[src/rtl/core/fct_pkg.sv]
package fct_pkg;

   localparam int TABLE_ENTRIES = 64;
   localparam int IDX_W = (TABLE_ENTRIES > 1) ? $clog2(TABLE_ENTRIES) : 1;
   localparam int SLOT_NUM_W = 6;

   localparam logic [7:0] PROTO_TCP = 8'd6;
   localparam logic [7:0] PROTO_UDP = 8'd17;

   localparam logic REG_TCP_TIMEOUT = 1'b0;
   localparam logic REG_UDP_TIMEOUT = 1'b1;

   typedef struct packed {
      logic        mode;
      logic        trackable;
      logic        is_ipv6;
      logic [7:0]  l4_protocol;
      logic [63:0] src_addr_upper;
      logic [63:0] src_addr_lower;
      logic [63:0] dst_addr_upper;
      logic [63:0] dst_addr_lower;
      logic [15:0] src_port_num;
      logic [15:0] dst_port_num;
      logic [63:0] timestamp;
   } req_word_type;

   typedef struct packed {
      logic                  flow_live;
      logic                  slot_touched;
      logic [SLOT_NUM_W-1:0] slot_number;
   } rsp_word_type;

   typedef struct packed {
      logic        ipv6;
      logic        tcp;
      logic [63:0] lo_upper;
      logic [63:0] lo_lower;
      logic [15:0] lo_port;
      logic [63:0] hi_upper;
      logic [63:0] hi_lower;
      logic [15:0] hi_port;
   } flow_key_type;

   // broadcast to every cell for the duration of a scan
   typedef struct packed {
      flow_key_type key;
      logic         query;
      logic [63:0]  now;
      logic [31:0]  tcp_expiry;
      logic [31:0]  udp_expiry;
   } scan_ctx_type;

   // scan token handed from cell to cell
   typedef struct packed {
      logic             active;
      logic             matched;
      logic             match_exp;
      logic [IDX_W-1:0] match_idx;
      logic             have;
      logic [IDX_W-1:0] victim;
      logic             victim_valid;
      logic [63:0]      victim_seen;
   } scan_carry_type;

   typedef enum logic [1:0] {
      WR_CLAIM,
      WR_REFRESH,
      WR_INVALIDATE
   } wr_kind_type;

   typedef struct packed {
      logic             en;
      wr_kind_type      kind;
      logic [IDX_W-1:0] idx;
      flow_key_type     key;
      logic [63:0]      now;
   } slot_wr_type;

endpackage

[src/rtl/core/fct_cell.sv]
module fct_cell (
   input  logic                       clock,
   input  logic                       reset,
   input  logic [fct_pkg::IDX_W-1:0]  cell_index,
   input  fct_pkg::scan_ctx_type      ctx,
   input  fct_pkg::scan_carry_type    carry_in,
   output fct_pkg::scan_carry_type    carry_out,
   input  fct_pkg::slot_wr_type       wr
);

   logic                   valid_ff, valid_in;
   fct_pkg::flow_key_type  key_ff, key_in;
   logic [63:0]            seen_ff, seen_in;
   fct_pkg::scan_carry_type carry_ff, carry_in_next;

   logic [63:0] timeout;
   logic [63:0] deadline;
   logic        expired;
   logic        match;
   logic        hit_wr;

   assign timeout  = {32'b0, key_ff.tcp ? ctx.tcp_expiry : ctx.udp_expiry};
   assign deadline = seen_ff + timeout;
   assign expired  = ctx.now > deadline;
   assign match    = valid_ff && (key_ff == ctx.key);
   assign hit_wr   = wr.en && (wr.idx == cell_index);

   always_comb begin
      carry_in_next = carry_in;
      if (carry_in.active && !carry_in.matched) begin
         if (match) begin
            carry_in_next.matched   = 1'b1;
            carry_in_next.match_exp = expired;
            carry_in_next.match_idx = cell_index;
         end else if (!ctx.query) begin
            if (!valid_ff || expired) begin
               if (!carry_in.have || !valid_ff) begin
                  carry_in_next.have         = 1'b1;
                  carry_in_next.victim       = cell_index;
                  carry_in_next.victim_valid = valid_ff;
                  carry_in_next.victim_seen  = seen_ff;
               end
            end else if (carry_in.have && carry_in.victim_valid &&
                         seen_ff < carry_in.victim_seen) begin
               carry_in_next.victim       = cell_index;
               carry_in_next.victim_valid = 1'b1;
               carry_in_next.victim_seen  = seen_ff;
            end else if (!carry_in.have) begin
               carry_in_next.have         = 1'b1;
               carry_in_next.victim       = cell_index;
               carry_in_next.victim_valid = 1'b1;
               carry_in_next.victim_seen  = seen_ff;
            end
         end
      end
   end

   always_comb begin
      valid_in = valid_ff;
      key_in   = key_ff;
      seen_in  = seen_ff;
      if (hit_wr) begin
         case (wr.kind)
            fct_pkg::WR_CLAIM: begin
               valid_in = 1'b1;
               key_in   = wr.key;
               seen_in  = wr.now;
            end
            fct_pkg::WR_REFRESH: begin
               seen_in = wr.now;
            end
            fct_pkg::WR_INVALIDATE: begin
               valid_in = 1'b0;
            end
            default: begin
               valid_in = valid_ff;
            end
         endcase
      end
   end

   always_ff @(posedge clock) begin
      if (reset) begin
         valid_ff        <= 1'b0;
         carry_ff.active <= 1'b0;
      end else begin
         valid_ff        <= valid_in;
         carry_ff.active <= carry_in_next.active;
      end
      key_ff                <= key_in;
      seen_ff               <= seen_in;
      carry_ff.matched      <= carry_in_next.matched;
      carry_ff.match_exp    <= carry_in_next.match_exp;
      carry_ff.match_idx    <= carry_in_next.match_idx;
      carry_ff.have         <= carry_in_next.have;
      carry_ff.victim       <= carry_in_next.victim;
      carry_ff.victim_valid <= carry_in_next.victim_valid;
      carry_ff.victim_seen  <= carry_in_next.victim_seen;
   end

   assign carry_out = carry_ff;

endmodule

[config.mk]
export PLATFORM = sky130hd
export DESIGN_NAME = fct_cell
export DESIGN_NICKNAME = d
export VERILOG_FILES = /design/src/rtl/core/fct_pkg.sv /design/src/rtl/core/fct_cell.sv
export SDC_FILE = /design/constraint.sdc
export NUM_CORES = 1
export LEC_CHECK = 0
export BUFFER_PORTS_ARGS = -buffer_cell sky130_fd_sc_hd__buf_2
export CORE_AREA = 10 10 357 359
export DETAILED_ROUTE_END_ITERATION = 16
export DIE_AREA = 0 0 367 369
export GPL_TIMING_DRIVEN = 0
export HOLD_SLACK_MARGIN = 0.08
export SETUP_SLACK_MARGIN = 0.1
export SLEW_MARGIN = 10
export SYNTH_ARGS = -nofsm -noshare
export SYNTH_HDL_FRONTEND = slang
export SYNTH_SLANG_ARGS = --single-unit
[constraint.sdc]
create_clock -name clock -period 33.3 [get_ports clock]
set_clock_uncertainty 0.15 [all_clocks]
set_input_delay 3.33 -clock clock [delete_from_list [all_inputs] [get_ports clock]]
set_output_delay 3.33 -clock clock [all_outputs]
set_load 0.02 [all_outputs]
Yosys cells after proc, flatten, opt, wreduce, memory -nomap -nowiden --
Cells that the tools add are included.
Storage, ports and cells: register bits 436, bits of input ports 871, output and inout port bits 81, word-level logic and storage cells 52
Cells by class: add/subtract/negate cells 1, magnitude comparators 2, equal/unequal tests 4, mux-type cells 11, reductions and logical operators 16
Operators by type and width (number):
- $eq 290x290->1 | 1
- $mux 72 | 4
- $mux 71 | 2
- $mux 80 | 1
- $add 64x32->64 | 1
- $gt 64x64->1 | 1
- $lt 64x64->1 | 1
- $mux 32 | 1
- $mux 8 | 1
- $eq 6x6->1 | 1
- $reduce_and 2->1 | 3
- $logic_and 1x1->1 | 5
- $logic_not 1->1 | 3
- $eq 2x1->1 const B | 1
- $eq 2x2->1 const B | 1
- $logic_not 2->1 | 1
- $logic_or 1x1->1 | 2
- $pmux 1 s2 | 1
- $reduce_bool 2->1 | 1
- $reduce_or 2->1 | 1
- $mux 1 | 1

Longest topological paths before layout --
Gate-level depths: netlist of run 1.
depth in word-level cells 8, gate-level depth with buffers 27, depth with buffers taken out 23

Worst setup path after synthesis of run 1 --
Ideal clock, no wire load.
path kind in2reg, from input port cell_index[5] (netlist bit), to register key_ff[0] (netlist bit), enable pin, library setup time 1301 ps, arrival 23542 ps, data required time 31849 ps, slack 8307 ps, stages 3, path buffers 0, path through xor2_1 or4_1 nor3_1
On the way: word-level cells in the longest chain between the ends 3
Ends and longest elaborated chain:
- from (decl) | RTL line fct_cell.sv:4 | input logic [fct_pkg::IDX_W-1:0] cell_index,
- $eq 6x6->1 | RTL line fct_cell.sv:26 | assign hit_wr = wr.en && (wr.idx == cell_index);
- $logic_and 1x1->1 | RTL line fct_cell.sv:26
- $reduce_and 2->1 (no source line)
- to (signal assigned) | RTL line fct_cell.sv:90 | key_ff <= key_in;
- to (decl) | RTL line fct_cell.sv:12 | fct_pkg::flow_key_type key_ff, key_in;
Every way passes these cells. A chain may end at the register's enable or synchronous reset.

==> tab_implementation.tex, run 1 <==
\begin{tabular}{lr}
\hline
Metric & Value \\
\hline
\multicolumn{2}{l}{\textbf{Status}} \\
Outcome & complete, no violations \\
\multicolumn{2}{l}{\textbf{Power and ir drop}} \\
Sequential cell fraction of total power & 44.5\% \\
IR drop worst, VDD & 0.0000403 V \\
Standby leakage power & 13.4 nW \\
Internal power & 1.00 mW \\
Switching power total & 0.346 mW \\
Share of power burned in combinational logic & 12.5\% \\
PnR Total Power & 1.35 mW \\
Clock share of power & 43.0\% \\
Switching fraction of total power & 25.6\% \\
Power density over the cells & 42.6 nW/um2 \\
\multicolumn{2}{l}{\textbf{STA}} \\
Final setup violation count & 0 \\
Worst slew margin relative to its limit & 10.6\% \\
Final hold slack & 385 ps \\
Total count of hold-check failures in the final report & 0 \\
Final period utilization & 31.8\% \\
Top achievable clock speed & 94.4 MHz \\
Fin. max-slew vios & 0 \\
Transition at the pin with the smallest max-transition slack & 1310 ps \\
RSZ-0062 raised after global routing & false \\
Shortest period the worst path allows & 10590 ps \\
\multicolumn{2}{l}{\textbf{Worst setup path}} \\
Crit Reg-Reg Startpoint & key\_ff[288] \\
Critical-path cell with the highest stage delay & sky130\_fd\_sc\_hd\_\_a211oi\_1 \\
Most common cell type on the critical path & sky130\_fd\_sc\_hd\_\_nand4\_1 \\
Worst Path Required & 33610 ps \\
Arrival time at the worst endpoint & 10910 ps \\
Cells along the critical path & buf\_2 > mux2\_2 > ha\_1 > a211oi\_1 > o21bai\_1 > o211ai\_1 > a31oi\_1 > a2111o\_1 > a31o\_2 > and4b\_1 > clkbuf\_1 > nand4\_1 > xor2\_1 > ha\_1 > nand4\_1 > nor4\_1 > and3\_1 > nand4\_1 > o211ai\_1 > o31a\_1 > a211o\_1 > buf\_2 > buf\_4 > mux2\_1 \\
Capture point of the worst reg-to-reg path & carry\_out[7] \\
Max incr delay on CP & 820 ps \\
Internal reg-to-reg setup slack & 23440 ps \\
Kind of capture point of the worst setup path & flip-flop \\
Critical path class & input pin to flip-flop \\
Crit Path Max Fanout & 10 \\
Category of the worst setup path launch point & input pin \\
R2r worst-path depth & 26 \\
Cell class contributing the biggest share of worst-path delay & compound AO/OA/AOI/OAI gates \\
Buffer and inverter count on the worst path & 4 \\
Count of cell instances traversed by the critical path & 24 \\
\multicolumn{2}{l}{\textbf{Place}} \\
Instance area at placement & 29900 um2 \\
DPL Wire Length & 103000 um \\
Weighted congestion at the end of routability-driven global placement & 0.985 \\
Number of instances in the placed design & 4460 \\
IO Port Bufs & 951 \\
\multicolumn{2}{l}{\textbf{Clock tree}} \\
Clock input transition at the sequential cells of the worst setup and hold paths & 70 ps \\
Root buffer cell & sky130\_fd\_sc\_hd\_\_clkbuf\_16 \\
Number of hold-repair buffers added at the cts stage & 0 \\
CTS-repair resized insts & 0 \\
Number of H-tree levels & 2 \\
Clock buffers created by TritonCTS & 53 \\
TritonCTS clock tree & done \\
Clock Path Buffers & 3 \\
Buffers inserted by post-CTS timing repair & 0 \\
Number of clock sinks & 436 \\
Clock latency of the later-clocked register in the worst-skew pair & 650 ps \\
\multicolumn{2}{l}{\textbf{Yosys}} \\
Synthesized area per cell & 12.2 um2 \\
Share of the synthesized area in compound gates (AO/OA/AOI/OAI) & 9.19\% \\
Cell variety after synth & 66 \\
Share of synthesized registers carrying an async set or reset & 0\% \\
Flop and latch count out of synthesis & 436 \\
Simple-gate area share of the yosys netlist & 11.4\% \\
Main synth FF type & sky130\_fd\_sc\_hd\_\_edfxtp\_1 \\
Parity-gate share of the synthesized area counting xor and xnor cells & 7.82\% \\
Adder and majority cell fraction of the synthesized area & 8.83\% \\
Sequential share of the synthesized area & 54.0\% \\
Multiplexer fraction of the synthesized cell area & 5.49\% \\
Number of enable flip-flop cells after synthesis & 354 \\
Combinational family with the most area after synthesis & simple AND/OR/NAND/NOR gates \\
Post-synthesis net count & 2890 \\
Number of warnings printed during yosys synthesis & 0 \\
Post-synthesis instance total & 1859 \\
Synthesized cell area & 22700 um2 \\
\multicolumn{2}{l}{\textbf{Die}} \\
I/O Pins & 952 \\
Floorplan die height & 369 um \\
Initial core utilization & 19.0\% \\
Core region area & 120000 um2 \\
Die Span X & 367 um \\
Number of standard-cell rows in the floorplan & 127 \\
DIE AREA & 135000 um2 \\
\multicolumn{2}{l}{\textbf{Global route}} \\
Antenna violations before repair & 61 \\
Global-route usage over all layers & 16.3\% \\
Vias in the first global route & 20100 \\
Pin count of the biggest net entering global routing & 25 \\
Wire length of the first global-routing pass & 156000 um \\
Overall overflow remaining after global route & 0 \\
\multicolumn{2}{l}{\textbf{Routing}} \\
DRC errors left & 0 \\
Number of detailed-route iterations in the first pass & 5 \\
Wire length after detailed routing & 117000 um \\
Routed wirelength normalized by instance count & 25.7 um \\
Via count & 19800 \\
Final antenna-violating net count & 0 \\
Initial drt markers & 1813 \\
Detail-routed via count per cell & 4.34 \\
\multicolumn{2}{l}{\textbf{Min path}} \\
Hold EP & carry\_out[25] \\
Hold Startpoint & seen\_ff[25] \\
Worst min-delay path class & flip-flop to flip-flop \\
Number of instances on the worst hold path & 1 \\
\multicolumn{2}{l}{\textbf{Cells and area}} \\
Finished Cell Area & 31600 um2 \\
Final instance count without filler cells & 4569 \\
Most common library cell in the layout ignoring fill and taps & sky130\_fd\_sc\_hd\_\_buf\_2 \\
Layout cell share with drive strength beyond 1 & 40.3\% \\
Nets & 3934 \\
Highest-count cells in the layout ignoring fill and taps & 954 x sky130\_fd\_sc\_hd\_\_buf\_2, 354 x sky130\_fd\_sc\_hd\_\_edfxtp\_1, 171 x sky130\_fd\_sc\_hd\_\_inv\_1, 159 x sky130\_fd\_sc\_hd\_\_ha\_1, 112 x sky130\_fd\_sc\_hd\_\_xor2\_1 \\
Area growth syn-to-layout & 39.1\% \\
\multicolumn{2}{l}{\textbf{Job}} \\
Max Cap Violations & 0 \\
\hline
\end{tabular}
worst register-to-register path: cells and delay by family, from the launching register on:
| family | cells | cell delay [ps] |
|---|---|---|
| flip-flops | 1 | 320 |
| multiplexers | 2 | 850 |
| adder cells (fa/ha/maj) | 2 | 610 |
| XOR/XNOR | 1 | 80 |
| buffers and inverters | 6 | 2510 |
| AO/OA/AOI/OAI | 9 | 3230 |
| AND/OR/NAND/NOR | 6 | 1940 |
power groups by stage:
stage	clock network (mW)	registers (mW)	logic, mW
after CTS	0.599	0.600	0.167
after floorplan	0	0.620	0.0628
after global placement	0	0.613	0.162
after detailed placement	0	0.612	0.166
after global routing	0.619	0.600	0.183
final	0.580	0.600	0.169
cell families after synthesis:
kind of cell,after synthesis
AND/OR/NAND/NOR,466
flip-flops,436
AO/OA/AOI/OAI,294
XOR/XNOR,203
buffers and inverters,191
adder cells (fa/ha/maj),160
multiplexers,109
final cells by class:
class | count | area, um2
multi-input cells | 1232 | 9770
clock buffers | 63 | 1370
fillers | 12900 | 88200
well taps | 1612 | 2020
inverters | 171 | 642
flip-flops and latches | 436 | 12300
clock inverters | 33 | 315
plain buffers | 20 | 111
diodes | 13 | 32.5
repair buffers | 989 | 5110
flip-flops by register name, indices dropped and copies added (netlist names):
name and flops:
valid_ff 1, carry_out 81, seen_ff 64, key_ff 290
layer usage:
| layer | wire length, um | global-route usage (%) | part of all wire, % |
|---|---|---|---|
| met5 | 355 | 0 | 0.30 |
| met4 | 2260 | 3.51 | 1.9 |
| met3 | 15500 | 7.97 | 13 |
| met2 | 51200 | 25.0 | 44 |
| met1 | 48000 | 20.6 | 41 |
synth_stat cells (all sizes together), types with 4 or more instances:
cell type	n	share of area (%)
nor3	11	0.24
a2111o	22	1.1
a22o	8	0.31
clkbuf	10	0.17
a221oi	8	0.31
a21oi	77	1.7
ha	159	8.7
and3	10	0.28
mux2	105	5.3
nor2	47	0.78
xor2	112	4.3
nand2	69	1.1
nor4	45	1.3
nand4	61	1.7
xnor2	91	3.5
and2	4	0.11
nand2b	82	2.3
o2111ai	30	1.2
o211ai	8	0.26
o21a	4	0.13
edfxtp	354	47
buf	10	0.32
mux2i	4	0.18
nor2b	77	2.2
inv	171	2.8
nand3	44	0.97
o22ai	29	0.80
o2bb2ai	6	0.23
dfxtp	82	7.2
o21ai	33	0.73
a2111oi	17	0.68
a211oi	12	0.40
a21o	20	0.66
how the worst max path moves through the flow:
stage,start,end,slack [ps]
floorplan,cell_index[5],key_ff[0],8310
global placement,cell_index[1],key_ff[74],-3050
detailed placement,ctx[33],carry_out[7],22340
CTS,ctx[33],carry_out[7],22990
global route,ctx[33],carry_out[7],22610
finish,ctx[2],carry_out[7],22710
per-stage QoR:
stage	utilization, %	setup WS [ps]	TNS [ps]
floorplan	-	8310	0
global placement	24.6	-3050	-849390
detailed placement	25.0	22340	0
CTS	26.4	22990	0
global route	26.4	22610	0
finish	26.4	22710	0
Note: power is estimated with default switching activity, not from simulation.
==> inputs of run 2 (changes only) <==
==> constraint.sdc (replaced) <==
create_clock -name clock -period 11.1 [get_ports clock]
set_clock_uncertainty 0.15 [all_clocks]
set_input_delay 1.11 -clock clock [delete_from_list [all_inputs] [get_ports clock]]
set_output_delay 1.11 -clock clock [all_outputs]
set_load 0.02 [all_outputs]
==> run 2 against run 1 <==
Effect of this change:
- wire length rose by 0.12%
- core utilization rose by 0.18 points
- critical path depth rose by 2
- power rose to 3.1 times the previous value
- die area did not move
- worst setup slack got worse by 21000 ps
- clock-buffer cell count rose by 3
- hold slack got worse by 3.1 ps
- sequential share of layout area fell by 0.26 points
- non-clock buffer count fell by 12
- critical endpoint unchanged
==> tab_implementation.tex, run 2 (synthesis results as in run 1) <==
\begin{tabular}{lr}
\hline
Metric & Value \\
\hline
\multicolumn{2}{l}{\textbf{Worst setup path}} \\
Kind of capture point of the worst setup path & flip-flop \\
Start point of the critical path & key\_ff[288] \\
Category of the worst setup path launch point & flip-flop \\
Worst Path Required & 11430 ps \\
Critical path destination & carry\_out[7] \\
Critical-path cell with the highest stage delay & sky130\_fd\_sc\_hd\_\_clkbuf\_1 \\
Critical path class & flip-flop to flip-flop \\
Crit Reg-Reg Startpoint & key\_ff[288] \\
Max incr delay on CP & 780 ps \\
R2r worst-path depth & 26 \\
Arrival time at the worst endpoint & 9880 ps \\
Capture point of the worst reg-to-reg path & carry\_out[7] \\
Internal reg-to-reg setup slack & 1550 ps \\
Crit Path Max Fanout & 10 \\
\multicolumn{2}{l}{\textbf{Cells and area}} \\
Layout cell share with drive strength beyond 1 & 40.0\% \\
Layout filler cell count & 12700 \\
Nets & 3924 \\
Max reg flops & 290 \\
Area growth syn-to-layout & 40.1\% \\
Largest register by flop count & key\_ff \\
Storage cell area & 12300 um2 \\
Highest-count cells in the layout ignoring fill and taps & 953 x sky130\_fd\_sc\_hd\_\_buf\_2, 354 x sky130\_fd\_sc\_hd\_\_edfxtp\_1, 171 x sky130\_fd\_sc\_hd\_\_inv\_1, 159 x sky130\_fd\_sc\_hd\_\_ha\_1, 112 x sky130\_fd\_sc\_hd\_\_xor2\_1 \\
Most common library cell in the layout ignoring fill and taps & sky130\_fd\_sc\_hd\_\_buf\_2 \\
Final instance count without filler cells & 4572 \\
Area of combinational cells with multiple inputs & 9760 um2 \\
\multicolumn{2}{l}{\textbf{Die}} \\
Die Span X & 367 um \\
Core region area & 120000 um2 \\
I/O Pins & 952 \\
Number of standard-cell rows in the floorplan & 127 \\
DIE AREA & 135000 um2 \\
Floorplan die height & 369 um \\
Initial core utilization & 19.0\% \\
\multicolumn{2}{l}{\textbf{Routing}} \\
Routed wl met3 & 14000 um \\
Final antenna-violating net count & 0 \\
Top layer used by detailed routing & met5 \\
Number of detailed-route iterations in the first pass & 5 \\
Detail-routed via count per cell & 4.32 \\
Wire length after detailed routing & 117000 um \\
Routed length on met2 & 51300 um \\
DRC errors left & 0 \\
Routed met1 length & 49600 um \\
Routed wirelength normalized by instance count & 25.7 um \\
Initial drt markers & 1897 \\
Via count & 19700 \\
\multicolumn{2}{l}{\textbf{Clock tree}} \\
Clock latency of the later-clocked register in the worst-skew pair & 660 ps \\
Number of hold-repair buffers added at the cts stage & 0 \\
Number of H-tree levels & 2 \\
Root buffer cell & sky130\_fd\_sc\_hd\_\_clkbuf\_16 \\
TritonCTS clock tree & done \\
Number of clock sinks & 436 \\
Buffers inserted by post-CTS timing repair & 0 \\
Clock Path Buffers & 3 \\
Clock buffers created by TritonCTS & 55 \\
CTS-repair resized insts & 0 \\
Clock input transition at the sequential cells of the worst setup and hold paths & 60 ps \\
\multicolumn{2}{l}{\textbf{Min path}} \\
Worst min-delay path class & flip-flop to flip-flop \\
Number of instances on the worst hold path & 2 \\
\multicolumn{2}{l}{\textbf{STA}} \\
Top achievable clock speed & 105 MHz \\
Total count of hold-check failures in the final report & 0 \\
Final period utilization & 86.0\% \\
Fin. max-slew vios & 0 \\
Shortest period the worst path allows & 9550 ps \\
Final setup violation count & 0 \\
Final critical-path setup slack & 1550 ps \\
Transition at the pin with the smallest max-transition slack & 1260 ps \\
Worst slew margin relative to its limit & 13.5\% \\
RSZ-0062 raised after global routing & false \\
\multicolumn{2}{l}{\textbf{Place}} \\
IO Port Bufs & 951 \\
Number of instances in the placed design & 4448 \\
Weighted congestion at the end of routability-driven global placement & 0.938 \\
DPL Wire Length & 103000 um \\
Worst setup timing slack at the placement stage & 1820 ps \\
\multicolumn{2}{l}{\textbf{Power and ir drop}} \\
Standby leakage power & 13.4 nW \\
Power density over the cells & 130 nW/um2 \\
IR drop worst, VDD & 0.000108 V \\
\multicolumn{2}{l}{\textbf{Global route}} \\
Overall overflow remaining after global route & 0 \\
Antenna violations before repair & 52 \\
Vias in the first global route & 20000 \\
Global-route usage over all layers & 16.4\% \\
Wire length of the first global-routing pass & 157000 um \\
Pin count of the biggest net entering global routing & 25 \\
\multicolumn{2}{l}{\textbf{Job}} \\
Max Cap Violations & 0 \\
\multicolumn{2}{l}{\textbf{Status}} \\
Outcome & complete, no violations \\
\hline
\end{tabular}
run 2: worst min-delay path by stage:
stage	startpoint	end	slack, ps
after floorplan	valid_ff	carry_out[64]	310
after detailed placement	seen_ff[28]	carry_out[28]	380
after CTS	valid_ff	valid_ff	390
final	valid_ff	valid_ff	380
after global routing	valid_ff	valid_ff	410
after global placement	seen_ff[28]	carry_out[28]	380
run 2: worst max-delay path: cells and delay by family, from the launching register on:
| family | cells | cell delay [ps] |
|---|---|---|
| XOR/XNOR | 1 | 180 |
| adder cells (fa/ha/maj) | 2 | 680 |
| AO/OA/AOI/OAI | 9 | 2520 |
| AND/OR/NAND/NOR | 6 | 1850 |
| multiplexers | 2 | 1100 |
| flip-flops | 1 | 310 |
| buffers and inverters | 6 | 2560 |
run 2: routing by layer:
| metal | vias to the layer above | global-route usage [%] |
|---|---|---|
| li1 | 9042 | - |
| met1 | 9463 | 21.3 |
| met2 | 1038 | 24.9 |
| met3 | 167 | 6.98 |
| met4 | 38 | 3.69 |
| met5 | - | 0 |
run 2: layout make-up:
cell class | instances | area share (%)
sequential | 436 | 38.5
multi-input combinational | 1232 | 30.6
timing repair buffer | 977 | 16.3
tap | 1612 | 6.33
clock buffer | 66 | 4.55
inverter | 171 | 2.01
clock inverter | 36 | 1.12
buffer | 20 | 0.350
antenna | 22 | 0.173
run 2: power by group:
group / total (mW) / switching [mW] / internal (mW)
combinational: 0.505 / 0.267 / 0.239
sequential: 1.80 / 0.00987 / 1.79
clock: 1.83 / 0.794 / 1.03
run 2: stage by stage:
| step | total power [mW] | instance area [um2] | setup TNS [ps] | hold WS [ps] | utilization (%) |
|---|---|---|---|---|---|
| 2_1_floorplan | 2.05 | 22800 | 0 | 305 | - |
| 3_3_place_gp | 2.32 | 29500 | -667960 | 376 | 24.6 |
| 3_5_place_dp | 2.33 | 30000 | 0 | 376 | 25.0 |
| 4_1_cts | 4.18 | 31800 | 0 | 386 | 26.5 |
| 5_1_grt | 4.29 | 31800 | 0 | 413 | 26.6 |
| 6_report | 4.13 | 31900 | 0 | 382 | 26.6 |
==> inputs of run 3 (changes only) <==
--- a/config.mk
+++ b/config.mk
@@ -6,9 +6,9 @@
 export NUM_CORES = 1
 export LEC_CHECK = 0
 export BUFFER_PORTS_ARGS = -buffer_cell sky130_fd_sc_hd__buf_2
-export CORE_AREA = 10 10 357 359
+export CORE_AREA = 4 4 372 374
 export DETAILED_ROUTE_END_ITERATION = 16
-export DIE_AREA = 0 0 367 369
+export DIE_AREA = 0 0 376 378
 export GPL_TIMING_DRIVEN = 0
 export HOLD_SLACK_MARGIN = 0.08
 export SETUP_SLACK_MARGIN = 0.1
==> run 3 against run 2 <==
Effect of this change:
- worst setup slack improved by 54 ps
- first-iteration DRC count fell by 20%
- final cell count rose by 4.0%
- non-clock buffer count did not move
==> tab_implementation.tex, run 3 (synthesis results as in run 1) <==
\begin{tabular}{lr}
\hline
Metric & Value \\
\hline
\multicolumn{2}{l}{\textbf{Place}} \\
Instance area at placement & 30200 um2 \\
Number of instances in the placed design & 4616 \\
IO Port Bufs & 951 \\
Worst setup timing slack at the placement stage & 1620 ps \\
DPL Wire Length & 101000 um \\
Weighted congestion at the end of routability-driven global placement & 0.946 \\
\multicolumn{2}{l}{\textbf{STA}} \\
Final period utilization & 85.5\% \\
Transition at the pin with the smallest max-transition slack & 1290 ps \\
RSZ-0062 raised after global routing & false \\
Final setup violation count & 0 \\
Fin. max-slew vios & 0 \\
Final hold slack & 393 ps \\
TNS Setup & 0 ps \\
Shortest period the worst path allows & 9490 ps \\
Worst slew margin relative to its limit & 14.1\% \\
Top achievable clock speed & 105 MHz \\
Final critical-path setup slack & 1610 ps \\
Total count of hold-check failures in the final report & 0 \\
\multicolumn{2}{l}{\textbf{Power and ir drop}} \\
IR drop worst, VDD & 0.000120 V \\
Standby leakage power & 13.4 nW \\
PnR Total Power & 4.17 mW \\
Power density over the cells & 130 nW/um2 \\
\multicolumn{2}{l}{\textbf{Routing}} \\
Routed wirelength normalized by instance count & 24.3 um \\
Via count & 19700 \\
Initial drt markers & 1514 \\
Number of detailed-route iterations in the first pass & 5 \\
DRC errors left & 0 \\
Final antenna-violating net count & 0 \\
Wire length after detailed routing & 116000 um \\
Detail-routed via count per cell & 4.14 \\
\multicolumn{2}{l}{\textbf{Die}} \\
Initial core utilization & 16.9\% \\
DIE AREA & 142000 um2 \\
Floorplan die height & 378 um \\
Number of standard-cell rows in the floorplan & 135 \\
Core region area & 135000 um2 \\
Die Span X & 376 um \\
I/O Pins & 952 \\
\multicolumn{2}{l}{\textbf{Worst setup path}} \\
Most common cell type on the critical path & sky130\_fd\_sc\_hd\_\_nand4\_1 \\
Crit Path Max Fanout & 10 \\
Crit Reg-Reg Startpoint & key\_ff[288] \\
Arrival time at the worst endpoint & 9820 ps \\
Worst Path Required & 11420 ps \\
Critical-path cell with the highest stage delay & sky130\_fd\_sc\_hd\_\_nor4\_1 \\
Start point of the critical path & key\_ff[288] \\
Critical path class & flip-flop to flip-flop \\
Category of the worst setup path launch point & flip-flop \\
Kind of capture point of the worst setup path & flip-flop \\
Buffer and inverter count on the worst path & 6 \\
Max incr delay on CP & 830 ps \\
Cell class contributing the biggest share of worst-path delay & compound AO/OA/AOI/OAI gates \\
\multicolumn{2}{l}{\textbf{Global route}} \\
Overall overflow remaining after global route & 0 \\
Vias in the first global route & 19700 \\
Wire length of the first global-routing pass & 150000 um \\
Antenna violations before repair & 59 \\
Pin count of the biggest net entering global routing & 27 \\
Global-route usage over all layers & 15.3\% \\
\multicolumn{2}{l}{\textbf{Status}} \\
Outcome & complete, no violations \\
\multicolumn{2}{l}{\textbf{Clock tree}} \\
TritonCTS clock tree & done \\
Number of hold-repair buffers added at the cts stage & 0 \\
Number of H-tree levels & 2 \\
Buffers inserted by post-CTS timing repair & 0 \\
CTS-repair resized insts & 0 \\
Clock input transition at the sequential cells of the worst setup and hold paths & 70 ps \\
Clock Path Buffers & 3 \\
Clock latency of the later-clocked register in the worst-skew pair & 640 ps \\
Number of clock sinks & 436 \\
Clock buffers created by TritonCTS & 54 \\
Root buffer cell & sky130\_fd\_sc\_hd\_\_clkbuf\_16 \\
\multicolumn{2}{l}{\textbf{Cells and area}} \\
Final core utilization & 23.8\% \\
Nets & 3923 \\
Area growth syn-to-layout & 41.3\% \\
Layout cell share with drive strength beyond 1 & 40.0\% \\
Finished Cell Area & 32100 um2 \\
Largest register by flop count & key\_ff \\
Max reg flops & 290 \\
Final instance count without filler cells & 4757 \\
Most common library cell in the layout ignoring fill and taps & sky130\_fd\_sc\_hd\_\_buf\_2 \\
Highest-count cells in the layout ignoring fill and taps & 953 x sky130\_fd\_sc\_hd\_\_buf\_2, 354 x sky130\_fd\_sc\_hd\_\_edfxtp\_1, 171 x sky130\_fd\_sc\_hd\_\_inv\_1, 159 x sky130\_fd\_sc\_hd\_\_ha\_1, 112 x sky130\_fd\_sc\_hd\_\_xor2\_1 \\
\multicolumn{2}{l}{\textbf{Min path}} \\
Hold Startpoint & seen\_ff[0] \\
Worst min-delay path class & flip-flop to flip-flop \\
\multicolumn{2}{l}{\textbf{Job}} \\
Max Cap Violations & 0 \\
\hline
\end{tabular}
run 3: layout make-up:
cell class / instances / area, um2
diodes: 38 / 95.1
plain buffers: 20 / 113
clock buffers: 68 / 1460
clock inverters: 34 / 378
fillers: 14500 / 103000
inverters: 171 / 642
multi-input cells: 1232 / 9770
flip-flops and latches: 436 / 12300
well taps: 1781 / 2230
repair buffers: 977 / 5170
run 3: worst paths after layout:
check | to | slack, ps | depth (start not counted)
setup / recovery | carry_out[9] | 1610 | 26
hold / removal | carry_out[0] | 390 | 1
setup reg to reg | carry_out[9] | 1610 | 26
hold reg to reg | carry_out[0] | 390 | 1
run 3: routing by layer:
metal	share of wire (%)	up-vias	track usage, %
li1	-	9065	-
met1	39	9386	18.4
met2	42	1028	22.2
met3	16	168	9.36
met4	2.9	36	5.31
met5	0.21	-	1.51
run 3: power by group:
group,internal (mW),total [mW],switching (mW)
clock network,1.09,1.86,0.765
registers,1.79,1.80,0.00973
logic,0.239,0.513,0.274
total,3.12,4.17,1.05
